**config.mk**
```make
export PLATFORM = sky130hd
export DESIGN_NAME = msd_ctrl
export DESIGN_NICKNAME = d
export VERILOG_FILES = /design/src/sv/msd_pkg.sv /design/src/sv/msd_ctrl.sv
export SDC_FILE = /design/constraint.sdc
export NUM_CORES = 1
export LEC_CHECK = 0
export ABC_AREA = 1
export BUFFER_PORTS_ARGS = -buffer_cell sky130_fd_sc_hd__buf_2
export CAP_MARGIN = 20
export CORE_MARGIN = 5
export CORE_UTILIZATION = 39
export DETAILED_ROUTE_END_ITERATION = 10
export GPL_TIMING_DRIVEN = 1
export PLACE_DENSITY = 0.81
export SLEW_MARGIN = 20
export SYNTH_ARGS = -nofsm -noshare
export SYNTH_HDL_FRONTEND = slang
export SYNTH_SLANG_ARGS = --single-unit
```
**constraint.sdc**
```tcl
create_clock -name i_clk -period 1.3 [get_ports i_clk]
set_input_delay 0.13 -clock i_clk [delete_from_list [all_inputs] [get_ports i_clk]]
set_output_delay 0.13 -clock i_clk [all_outputs]
set_load 0.1 [all_outputs]
```
**src/sv/msd_pkg.sv**
```systemverilog
`timescale 1ns / 1ps
// ----------------------------------------------------------------------------
// msd_pkg
// Shared types and constants of the multinomial sum distribution unit.
// ----------------------------------------------------------------------------
package msd_pkg;

    // Default sizes, handed to the top level as parameter defaults
    localparam int MAX_SUM_DEF = 1024;
    localparam int MAX_CAT_DEF = 16;

    // Field widths of the channels
    localparam int OP_W      = 2;
    localparam int VAL_W     = 31;
    localparam int IDX_IN_W  = 11;
    localparam int TOL_W     = 31;
    localparam int TC_W      = 16;
    localparam int KEEP_W    = 32;
    localparam int FRAC_W    = 30;
    localparam int DIV_NUM_W = 64;
    localparam int DIV_DEN_W = 32;

    localparam logic [VAL_W-1:0]  ONE_Q30   = 31'h4000_0000;
    localparam logic [VAL_W-1:0]  VAL_MAX   = 31'h7FFF_FFFF;
    localparam logic [KEEP_W-1:0] KEEP_MAX  = 32'hFFFF_FFFF;
    localparam logic [TOL_W-1:0]  TOL_RESET = 31'd1073;

    // Operation codes of an input transaction
    typedef enum logic [OP_W-1:0] {
        OP_APPEND = 2'd0,
        OP_CLOSE  = 2'd1,
        OP_READ   = 2'd2
    } t_op;

    // Controller states
    typedef enum logic [4:0] {
        S_IDLE,
        S_RD_ADDR,
        S_RD_DATA,
        S_RD_CALC,
        S_RD_DIV,
        S_RD_OUT,
        S_CL_CHECK,
        S_CL_CLR,
        S_MAC_RD,
        S_MAC_MUL,
        S_MAC_ACC,
        S_CL_TRI,
        S_D_MUL,
        S_D_START,
        S_D_DIV,
        S_CP_RD,
        S_CP_WR,
        S_HS_RD,
        S_HS_CK,
        S_CL_DONE
    } t_state;

    // Commands from controller to datapath
    typedef struct packed {
        logic accept;
        logic rd_addr;
        logic rd_latch;
        logic rd_div_start;
        logic rd_div_take;
        logic rd_raw_take;
        logic publish;
        logic cl_check;
        logic clr_step;
        logic mac_rd;
        logic mac_mul;
        logic mac_acc;
        logic tri_inc;
        logic dmul;
        logic ddiv_start;
        logic ddiv_take;
        logic cp_wr;
        logic hs_rd;
        logic hs_ck;
        logic finish;
    } t_dp_cmd;

    // Status from datapath to controller
    typedef struct packed {
        t_op  in_op;
        logic close_skip;
        logic clr_last;
        logic mac_last_t;
        logic mac_last_j;
        logic first;
        logic norm;
        logic div_done;
        logic cp_last;
        logic hs_stop;
        logic hs_hit;
        logic out_free;
    } t_dp_status;

endpackage

```
**src/sv/msd_ctrl.sv**
```systemverilog
`timescale 1ns / 1ps
// ----------------------------------------------------------------------------
// msd_ctrl
// Sequencer for append, close and read transactions.
// ----------------------------------------------------------------------------
module msd_ctrl (
    input  logic                i_clk,
    input  logic                i_rst_n,
    input  logic                i_in_valid,
    output logic                o_in_ready,
    input  msd_pkg::t_dp_status i_status,
    output msd_pkg::t_dp_cmd    o_cmd
);
    import msd_pkg::*;

    t_state r_state;
    t_state n_state;

    // State register
    always_ff @(posedge i_clk) begin
        if (!i_rst_n) begin
            r_state <= S_IDLE;
        end else begin
            r_state <= n_state;
        end
    end

    // Next state and commands
    always_comb begin
        n_state    = r_state;
        o_cmd      = '0;
        o_in_ready = 1'b0;
        unique case (r_state)
            S_IDLE: begin
                o_in_ready = 1'b1;
                if (i_in_valid) begin
                    o_cmd.accept = 1'b1;
                    case (i_status.in_op)
                        OP_CLOSE: n_state = S_CL_CHECK;
                        OP_READ:  n_state = S_RD_ADDR;
                        default:  n_state = S_IDLE;
                    endcase
                end
            end
            S_RD_ADDR: begin
                o_cmd.rd_addr = 1'b1;
                n_state = S_RD_DATA;
            end
            S_RD_DATA: begin
                o_cmd.rd_latch = 1'b1;
                n_state = S_RD_CALC;
            end
            S_RD_CALC: begin
                if (i_status.norm) begin
                    o_cmd.rd_div_start = 1'b1;
                    n_state = S_RD_DIV;
                end else begin
                    o_cmd.rd_raw_take = 1'b1;
                    n_state = S_RD_OUT;
                end
            end
            S_RD_DIV: begin
                if (i_status.div_done) begin
                    o_cmd.rd_div_take = 1'b1;
                    n_state = S_RD_OUT;
                end
            end
            S_RD_OUT: begin
                if (i_status.out_free) begin
                    o_cmd.publish = 1'b1;
                    n_state = S_IDLE;
                end
            end
            S_CL_CHECK: begin
                o_cmd.cl_check = 1'b1;
                n_state = i_status.close_skip ? S_IDLE : S_CL_CLR;
            end
            S_CL_CLR: begin
                o_cmd.clr_step = 1'b1;
                if (i_status.clr_last) begin
                    n_state = S_MAC_RD;
                end
            end
            S_MAC_RD: begin
                o_cmd.mac_rd = 1'b1;
                n_state = S_MAC_MUL;
            end
            S_MAC_MUL: begin
                o_cmd.mac_mul = 1'b1;
                n_state = S_MAC_ACC;
            end
            S_MAC_ACC: begin
                o_cmd.mac_acc = 1'b1;
                if (i_status.mac_last_t && i_status.mac_last_j) begin
                    n_state = S_CL_TRI;
                end else begin
                    n_state = S_MAC_RD;
                end
            end
            S_CL_TRI: begin
                o_cmd.tri_inc = 1'b1;
                n_state = S_D_MUL;
            end
            S_D_MUL: begin
                if (i_status.first) begin
                    n_state = S_CP_RD;
                end else begin
                    o_cmd.dmul = 1'b1;
                    n_state = S_D_START;
                end
            end
            S_D_START: begin
                o_cmd.ddiv_start = 1'b1;
                n_state = S_D_DIV;
            end
            S_D_DIV: begin
                if (i_status.div_done) begin
                    o_cmd.ddiv_take = 1'b1;
                    n_state = S_CP_RD;
                end
            end
            S_CP_RD: begin
                n_state = S_CP_WR;
            end
            S_CP_WR: begin
                o_cmd.cp_wr = 1'b1;
                if (!i_status.cp_last) begin
                    n_state = S_CP_RD;
                end else if (i_status.first) begin
                    n_state = S_IDLE;
                end else begin
                    n_state = S_HS_RD;
                end
            end
            S_HS_RD: begin
                if (i_status.hs_stop) begin
                    n_state = S_CL_DONE;
                end else begin
                    o_cmd.hs_rd = 1'b1;
                    n_state = S_HS_CK;
                end
            end
            S_HS_CK: begin
                o_cmd.hs_ck = 1'b1;
                n_state = i_status.hs_hit ? S_CL_DONE : S_HS_RD;
            end
            S_CL_DONE: begin
                o_cmd.finish = 1'b1;
                n_state = S_IDLE;
            end
            default: begin
                n_state = S_IDLE;
            end
        endcase
    end
endmodule

```
==> results.md, run 1 <==
- Stop Error: [ERROR DPL-0038] Utilization greater than 100%, impossible to legalize
- Syn avg cell area: 4.84 um2
- Starting Density: 39.9%
- IO Count: 37
- Seq/Total Area, Yosys: 14.9%
- Post-CTS sizing: 48
- Hpwl dp: 2780 um
- H-tree depth: 1
- Die X: 51.5 um
- Status: stopped before the end
- Post-CTS setup buffers: 14
- Die H: 51.5 um
- Post-synthesis cell count: 139
- Number of synthesis warnings: 0
- Dominant cells by area after synthesis: nand2_1 (21%), nor2_1 (16%), inv_1 (15%)
- Post-synth top area cell: nand2_1
- Clock Sinks: 5
- Post-synth design cell area: 673 um2
- Netlist cell types: 17
- Placed insts: 215
- Clock Tree Buf Depth: 2
- # hold bufs at CTS: 0
- Largest family of logic cells by synthesized area: simple AND/OR/NAND/NOR gates
- Post-Syn Nets: 155
- Adder and majority cell fraction of the synthesized area: 0%
- Synth top area share: 21.2%
- Mux cell area share after synthesis: 0%
- Synth Area in Compound Gates: 8.18%
- Last stage: clock tree synthesis
- Synth Area in XOR/XNOR: 0%
- Synth Area in Simple Gates: 59.7%
- Clock buffer count from CTS: 3
- Rows: 15
- Port Buffers: 36
- Synth Register Bits: 5
- GP Congestion: 0.978
- DP Worst Slack: -0.196 ns
- Clk root buf: clkbuf_4
[Yosys cell counts (all sizes together)]
library cell,count
a21oi,5
dfxtp,5
a31oi,1
nand2,42
nand3,12
or2,1
nor3,3
nor2,31
nand4,3
nand3b,1
o21ai,4
inv,31
[cell families after synthesis]
group           count (synthesis)
compound gates                 10
flops                           5
simple gates                   93
buf+inv                        31
[through the flow]
stage	hold WS, ns	instance area, um2
2_1_floorplan	0.294	863
3_3_place_gp	0.416	1550
3_5_place_dp	0.430	1550
==> run 2: changes to the inputs <==
CORE_AREA = 5 5 66 68   (was default)
CORE_MARGIN = default   (was 5)
CORE_UTILIZATION = default   (was 39)
DIE_AREA = 0 0 71 73   (was default)
PLACE_DENSITY = default   (was 0.81)
PLACE_DENSITY_LB_ADDON = 0.15   (was default)
clock period = 1.7 ns   (was 1.3 ns; I/O delays follow)
==> results.md, run 2 <==
- Die H: 73 um (+42%)
- Placed Area: 1320 um2 (-15%)
- Area Growth Syn to Fin: 105%
- GP Congestion: 0.874 (-11%)
- Post-synth top area cell: nand2_1
- Ys flop type: dfxtp_1
- Async S/R FF share, synth: 0% (unchanged)
- Die ar.: 5180 um2
- Clk Latency, worst-skew pair: 0.22 ns
- Post-synth EDFFs: 0 (unchanged)
- Core area: 3800 um2
- Starting Density: 17.7% (-22 points)
- Worst-path clk slew: 0.03 ns
- Netlist cell types: 17 (unchanged)
- Crit-path slowest cell: buf_2
- Critical-path cell list: nor2_4 > nand2_2 > nor2_4 > buf_2
- Clk root buf: clkbuf_8
- Synth top area share: 21.2% (unchanged)
- Slew @ Worst Pin: 0.488 ns
- Number of global-route vias before repair: 980
- Crit path DAT: 1.44 ns
- Hpwl dp: 2350 um (-16%)
- Pins over their slew limit: 0
- Clock period minus worst slack: 1.61 ns
- Clock skew: 0.000199 ns
- CP max FO: 7
- CTS tree: built
- # diodes: 0
- Via/cell ratio: 4.20
- Critical Path Max Stage Delay: 0.43 ns
- IO Count: 37 (unchanged)
- Total of max-cap violations: 0
- Pwr Total: 0.00214 W
- Final setup TNS: 0 ns
- Critical path class: reg2out
- First DRT Iteration DRCs: 33
- Crit path required time: 1.53 ns
- Post-synthesis cell count: 139 (unchanged)
- DR WL/cell: 11.4 um
- Peak Freq: 0.621 GHz
- Detailed Routing Iterations Pass 1: 4
- Syn avg cell area: 4.84 um2 (unchanged)
- Multi-input logic area: 569 um2
- Post-synth design cell area: 673 um2 (unchanged)
- Clock Sinks: 5 (unchanged)
- Final ANT Viol Nets: 0
- Leading cell type in the layout, fill and taps excluded: nand2_1
- Status: completed
- Global-route wire length before repair: 4380 um
- Rel. slew slack: 67.7%
- Period utilization: 94.7%
- Post-CTS sizing: 0 (-100%)
- Cell Pwr Density: 1550 nW/um2
- Most instantiated cells after synthesis: nand2_1 (38), nor2_1 (29), inv_1 (27)
- Final setup fails: 0
- Die X: 71 um (+38%)
- HP Class: in2reg
- Crit path top cell by count: nor2_4
- Seq/Total Area, Yosys: 14.9% (unchanged)
- WL final: 2630 um
- Largest net degree at the start of global routing: 8
- Startpoint Class: register
- Clock buffer count from CTS: 3 (unchanged)
- # hold bufs at CTS: 0 (unchanged)
- Clock Tree Buf Depth: 2 (unchanged)
- Biggest register: r_state
- Post-CTS setup buffers: 0 (-14)
- Nets: 198
- Number of flip-flops in the largest register: 5
- Most frequent cells in the layout: nand2_1 (38), inv_1 (26), buf_12 (19)
- Biggest regs: r_state x5
- Fillers: 427
- DRC: 0
- Worst VDD drop: 0.412 mV
- Most common cell in the netlist: nand2_1
- Total grt overflow: 0
- Port Buffers: 36 (unchanged)
- DR vias: 970
- Final hold violation count: 0
- Leakage: 0.716 nW
- Dominant cells by area after synthesis: nand2_1 (21%), nor2_1 (16%), inv_1 (15%)
- Rows: 23 (+8)
- Proportion of layout cells with a drive suffix above 1: 39.8%
- Design Area, Final: 1380 um2
- Number of synthesis warnings: 0 (unchanged)
- Seq. cell area: 104 um2
- Initial antenna violation count: 0
- RSZ-0062 raised after global routing: yes
- H-tree depth: 1 (unchanged)
- Synth Register Bits: 5 (unchanged)
- GRT Util Overall: 10.4%
- Setup crit end kind: primary output
- Post-Syn Nets: 155 (unchanged)
## run 2: cell counts after synthesis
Identical to the previous run, type by type.
## run 2: report_power, final
| part | total (W) | leakage [nW] | switching (W) | internal [W] |
|---|---|---|---|---|
| sequential | 0.000213 | 0.0422 | 0.0000580 | 0.000155 |
| clock | 0.000217 | 0.0228 | 0.0000558 | 0.000161 |
| combinational | 0.00171 | 0.651 | 0.00116 | 0.000549 |
## run 2: per-layer routing
layer	global-route usage [%]	up-vias	wire length, um
met5	0	-	0
met4	3.97	0	51
met3	2.34	6	170
met2	18.3	33	1350
met1	12.3	423	1060
li1	-	508	-
## run 2: critical path, delay by kind of cell, from the launching register on
family,cells,cell delay (ns)
buffers and inverters,1,0.43
flip-flops,1,0.37
AND/OR/NAND/NOR,3,0.41
## run 2: cell type report
class	instances	area share [%]
sequential	5	7.54
clock buffer	4	3.27
inverter	31	8.45
multi-input combinational	103	41.3
timing repair buffer	38	34.9
tap	50	4.54
## run 2: kinds of logic after synthesis
group                  synth area share (%)
AND/OR/NAND/NOR                        59.7
buffers and inverters                  17.3
flip-flops                             14.9
AO/OA/AOI/OAI                          8.18
## run 2: metrics by stage
stage / hold WS, ns / worst slack [ns] / util (%) / cells
after global routing: 0.287 / -0.0175 / 36.3 / 231
after detailed placement: 0.489 / 0.126 / 34.8 / 227
after floorplan: 0.341 / -0.113 / - / 139
after global placement: 0.467 / 0.189 / 34.8 / 227
final: 0.254 / 0.0901 / 36.3 / 231
after CTS: 0.259 / 0.0151 / 36.0 / 231
## run 2: worst paths after layout
kind / to / slack [ns] / start / cells after the start
max: o_cmd[1] / 0.09 / r_state[2] / 4
min: r_state[1] / 0.25 / i_rst_n / 3
max reg2reg: r_state[0] / 0.23 / r_state[2] / 8
min reg2reg: r_state[0] / 0.51 / r_state[0] / 2
Power figures use the tool's default switching activity.
==> run 3: changes to the inputs <==
--- a/config.mk
+++ b/config.mk
@@ -9,9 +9,11 @@
 export BUFFER_PORTS_ARGS = -buffer_cell sky130_fd_sc_hd__buf_2
 export CAP_MARGIN = 20
+export CELL_PAD_IN_SITES_DETAIL_PLACEMENT = 0
+export CELL_PAD_IN_SITES_GLOBAL_PLACEMENT = 1
 export CORE_AREA = 5 5 66 68
 export DETAILED_ROUTE_END_ITERATION = 10
 export DIE_AREA = 0 0 71 73
 export GPL_TIMING_DRIVEN = 1
-export PLACE_DENSITY_LB_ADDON = 0.15
+export PLACE_DENSITY = 0.59
 export SLEW_MARGIN = 20
 export SYNTH_ARGS = -nofsm -noshare
==> constraint.sdc (replaced) <==
create_clock -name i_clk -period 1.7 [get_ports i_clk]
set_input_delay 0.085 -clock i_clk [delete_from_list [all_inputs] [get_ports i_clk]]
set_output_delay 0.085 -clock i_clk [all_outputs]
set_load 0.1 [all_outputs]
==> results.md, run 3 (synthesized netlist as in run 2, its figures left out) <==
- Fillers: 446 (+4.4%)
- Number of global-route vias before repair: 976 (-0.41%)
- Area Growth Syn to Fin: 94.4%
- Final ANT Viol Nets: 0 (unchanged)
- Die ar.: 5180 um2 (unchanged)
- Port Buffers: 36 (unchanged)
- Final hold violation count: 0 (unchanged)
- GP Congestion: 0.854 (-2.3%)
- # hold bufs at CTS: 0 (unchanged)
- Crit path DAT: 1.50 ns (+0.06 ns)
- Routing usage on met3: 2.20% (-0.14 points)
- Critical path class: reg2out
- Cell Pwr Density: 1500 nW/um2 (-3.7%)
- Clock buffer count from CTS: 3 (unchanged)
- Worst-path clk slew: 0.03 ns (about the same)
- H-tree depth: 1 (unchanged)
- Clock power frac: 11.0% (+0.9 points)
- Crit path required time: 1.62 ns (+0.09 ns)
- DR WL/cell: 11.1 um (-2.7%)
- Rel. slew slack: 67.7% (about the same)
- Seq pwr share: 10.8% (+0.9 points)
- Rows: 23 (unchanged)
- Post-CTS sizing: 1 (+1)
- DRC: 0 (unchanged)
- Post-CTS setup buffers: 0 (unchanged)
- Clock period minus worst slack: 1.58 ns (-0.0297 ns)
- Pwr Total: 0.00196 W (-8.5%)
- Hpwl dp: 2270 um (-3.5%)
- Clock Tree Buf Depth: 2 (unchanged)
- Final worst setup slack: 0.120 ns (+0.0297 ns)
- Min-delay src: i_rst_n
- Peak Freq: 0.633 GHz (+1.9%)
- Final setup TNS: 0 ns (unchanged)
- Via/cell ratio: 4.13 (-1.6%)
- Total of max-cap violations: 0 (unchanged)
- Die X: 71 um (unchanged)
- Psw: 0.00122 W (-4.2%)
- Clk Latency, worst-skew pair: 0.22 ns (about the same)
- Clk root buf: clkbuf_8
- Part of the power in combinational logic: 78.2% (-1.8 points)
- WL final: 2540 um (-3.1%)
- # diodes: 0 (unchanged)
- Period utilization: 92.9% (-1.7 points)
- Clock Sinks: 5 (unchanged)
- CP max FO: 6 (-1)
- Die H: 73 um (unchanged)
- Starting Density: 17.7% (unchanged)
- DP Worst Slack: 0.172 ns (+0.0456 ns)
- Initial antenna violation count: 0 (unchanged)
- Final setup fails: 0 (unchanged)
- CTS tree: built
- Proportion of layout cells with a drive suffix above 1: 37.8% (-2.0 points)
- Critical path origin: r_state[1]
- Biggest register: r_state
- Biggest regs: r_state x5
- Total grt overflow: 0 (unchanged)
- Setup crit end kind: primary output
- Gr busiest metal: met2
- Met2 Usage GRT: 17.4% (-0.93 points)
- Pins over their slew limit: 0 (unchanged)
- R2r startpoint: r_state[1]
- Startpoint Class: register
- HP Class: in2reg
- Most frequent cells in the layout: nand2_1 (37), inv_1 (26), nor2_1 (19)
- IO Count: 37 (unchanged)
- Multi-input logic area: 526 um2 (-7.7%)
- Grt met1 use: 12.1% (-0.26 points)
- Number of flip-flops in the largest register: 5 (unchanged)
- Switching share of power: 62.4% (+2.8 points)
- First DRT Iteration DRCs: 29 (-12%)
- Internal power: 0.000736 W (-15%)
- Detailed Routing Iterations Pass 1: 4 (unchanged)
- Hold WS: 0.173 ns (-0.0814 ns)
- Worst VDD drop: 0.416 mV (+0.99%)
- Clock skew: 0.00114 ns (+0.000945 ns)
- Status: completed
- Nets: 197 (-0.51%)
- Seq. cell area: 101 um2 (-2.4%)
- Leakage: 0.693 nW (-3.1%)
- Global-route wire length before repair: 4330 um (-1.1%)
- Core area: 3800 um2 (unchanged)
- Leading cell type in the layout, fill and taps excluded: nand2_1
- Slew @ Worst Pin: 0.488 ns (-0.000108 ns)
- Largest net degree at the start of global routing: 8 (unchanged)
- DR vias: 950 (-2.1%)
- GRT Util Overall: 10.3% (-0.17 points)
## run 3: cell types whose count changed in the layout (fill, tap and decap cells not counted), sizes merged
cell | before | now
buf | 38 | 37
## run 3: worst max-delay path, stage by stage (launching register included)
cell and delay, ns:
dfxtp_1 0.44, nand2_1 0.19, inv_1 0.20, nand2_1 0.11, nor2_2 0.14, buf_12 0.19
## run 3: through the flow
stage,instance area (um2),instances,util (%)
2_1_floorplan,736,139,-
3_5_place_dp,1260,226,33.1
4_1_cts,1300,230,34.3
5_1_grt,1310,230,34.5
3_3_place_gp,1260,226,33.1
6_report,1310,230,34.5
## run 3: final timing paths
kind                                   end  slack, ns  cells after the start
worst min register to register  r_state[0]       0.51                      2
worst max-delay path             o_cmd[16]       0.12                      5
worst max register to register  r_state[1]       0.17                      8
worst min-delay path            r_state[2]       0.17                      3
## run 3: per-layer routing
metal | part of all wire [%] | routed length (um) | vias up
met2 | 50 | 1260 | 28
met1 | 42 | 1070 | 411
met5 | 0 | 0 | -
met4 | 2.9 | 73 | 0
li1 | - | - | 505
met3 | 5.5 | 139 | 6
## run 3: power by group through the flow
stage | registers [W] | clock network [W] | logic (W)
3_3_place_gp | 0.000208 | 0 | 0.00154
6_report | 0.000211 | 0.000216 | 0.00153
4_1_cts | 0.000207 | 0.000225 | 0.00154
3_5_place_dp | 0.000207 | 0 | 0.00153
2_1_floorplan | 0.000197 | 0 | 0.00110
5_1_grt | 0.000220 | 0.000232 | 0.00165
## run 3: layout make-up
class,count,share of cell area (%)
Tap cell,50,4.78
Multi-Input combinational cell,103,40.2
Clock buffer,4,3.44
Inverter,31,8.89
Sequential cell,5,7.74
Timing Repair Buffer,37,35.0
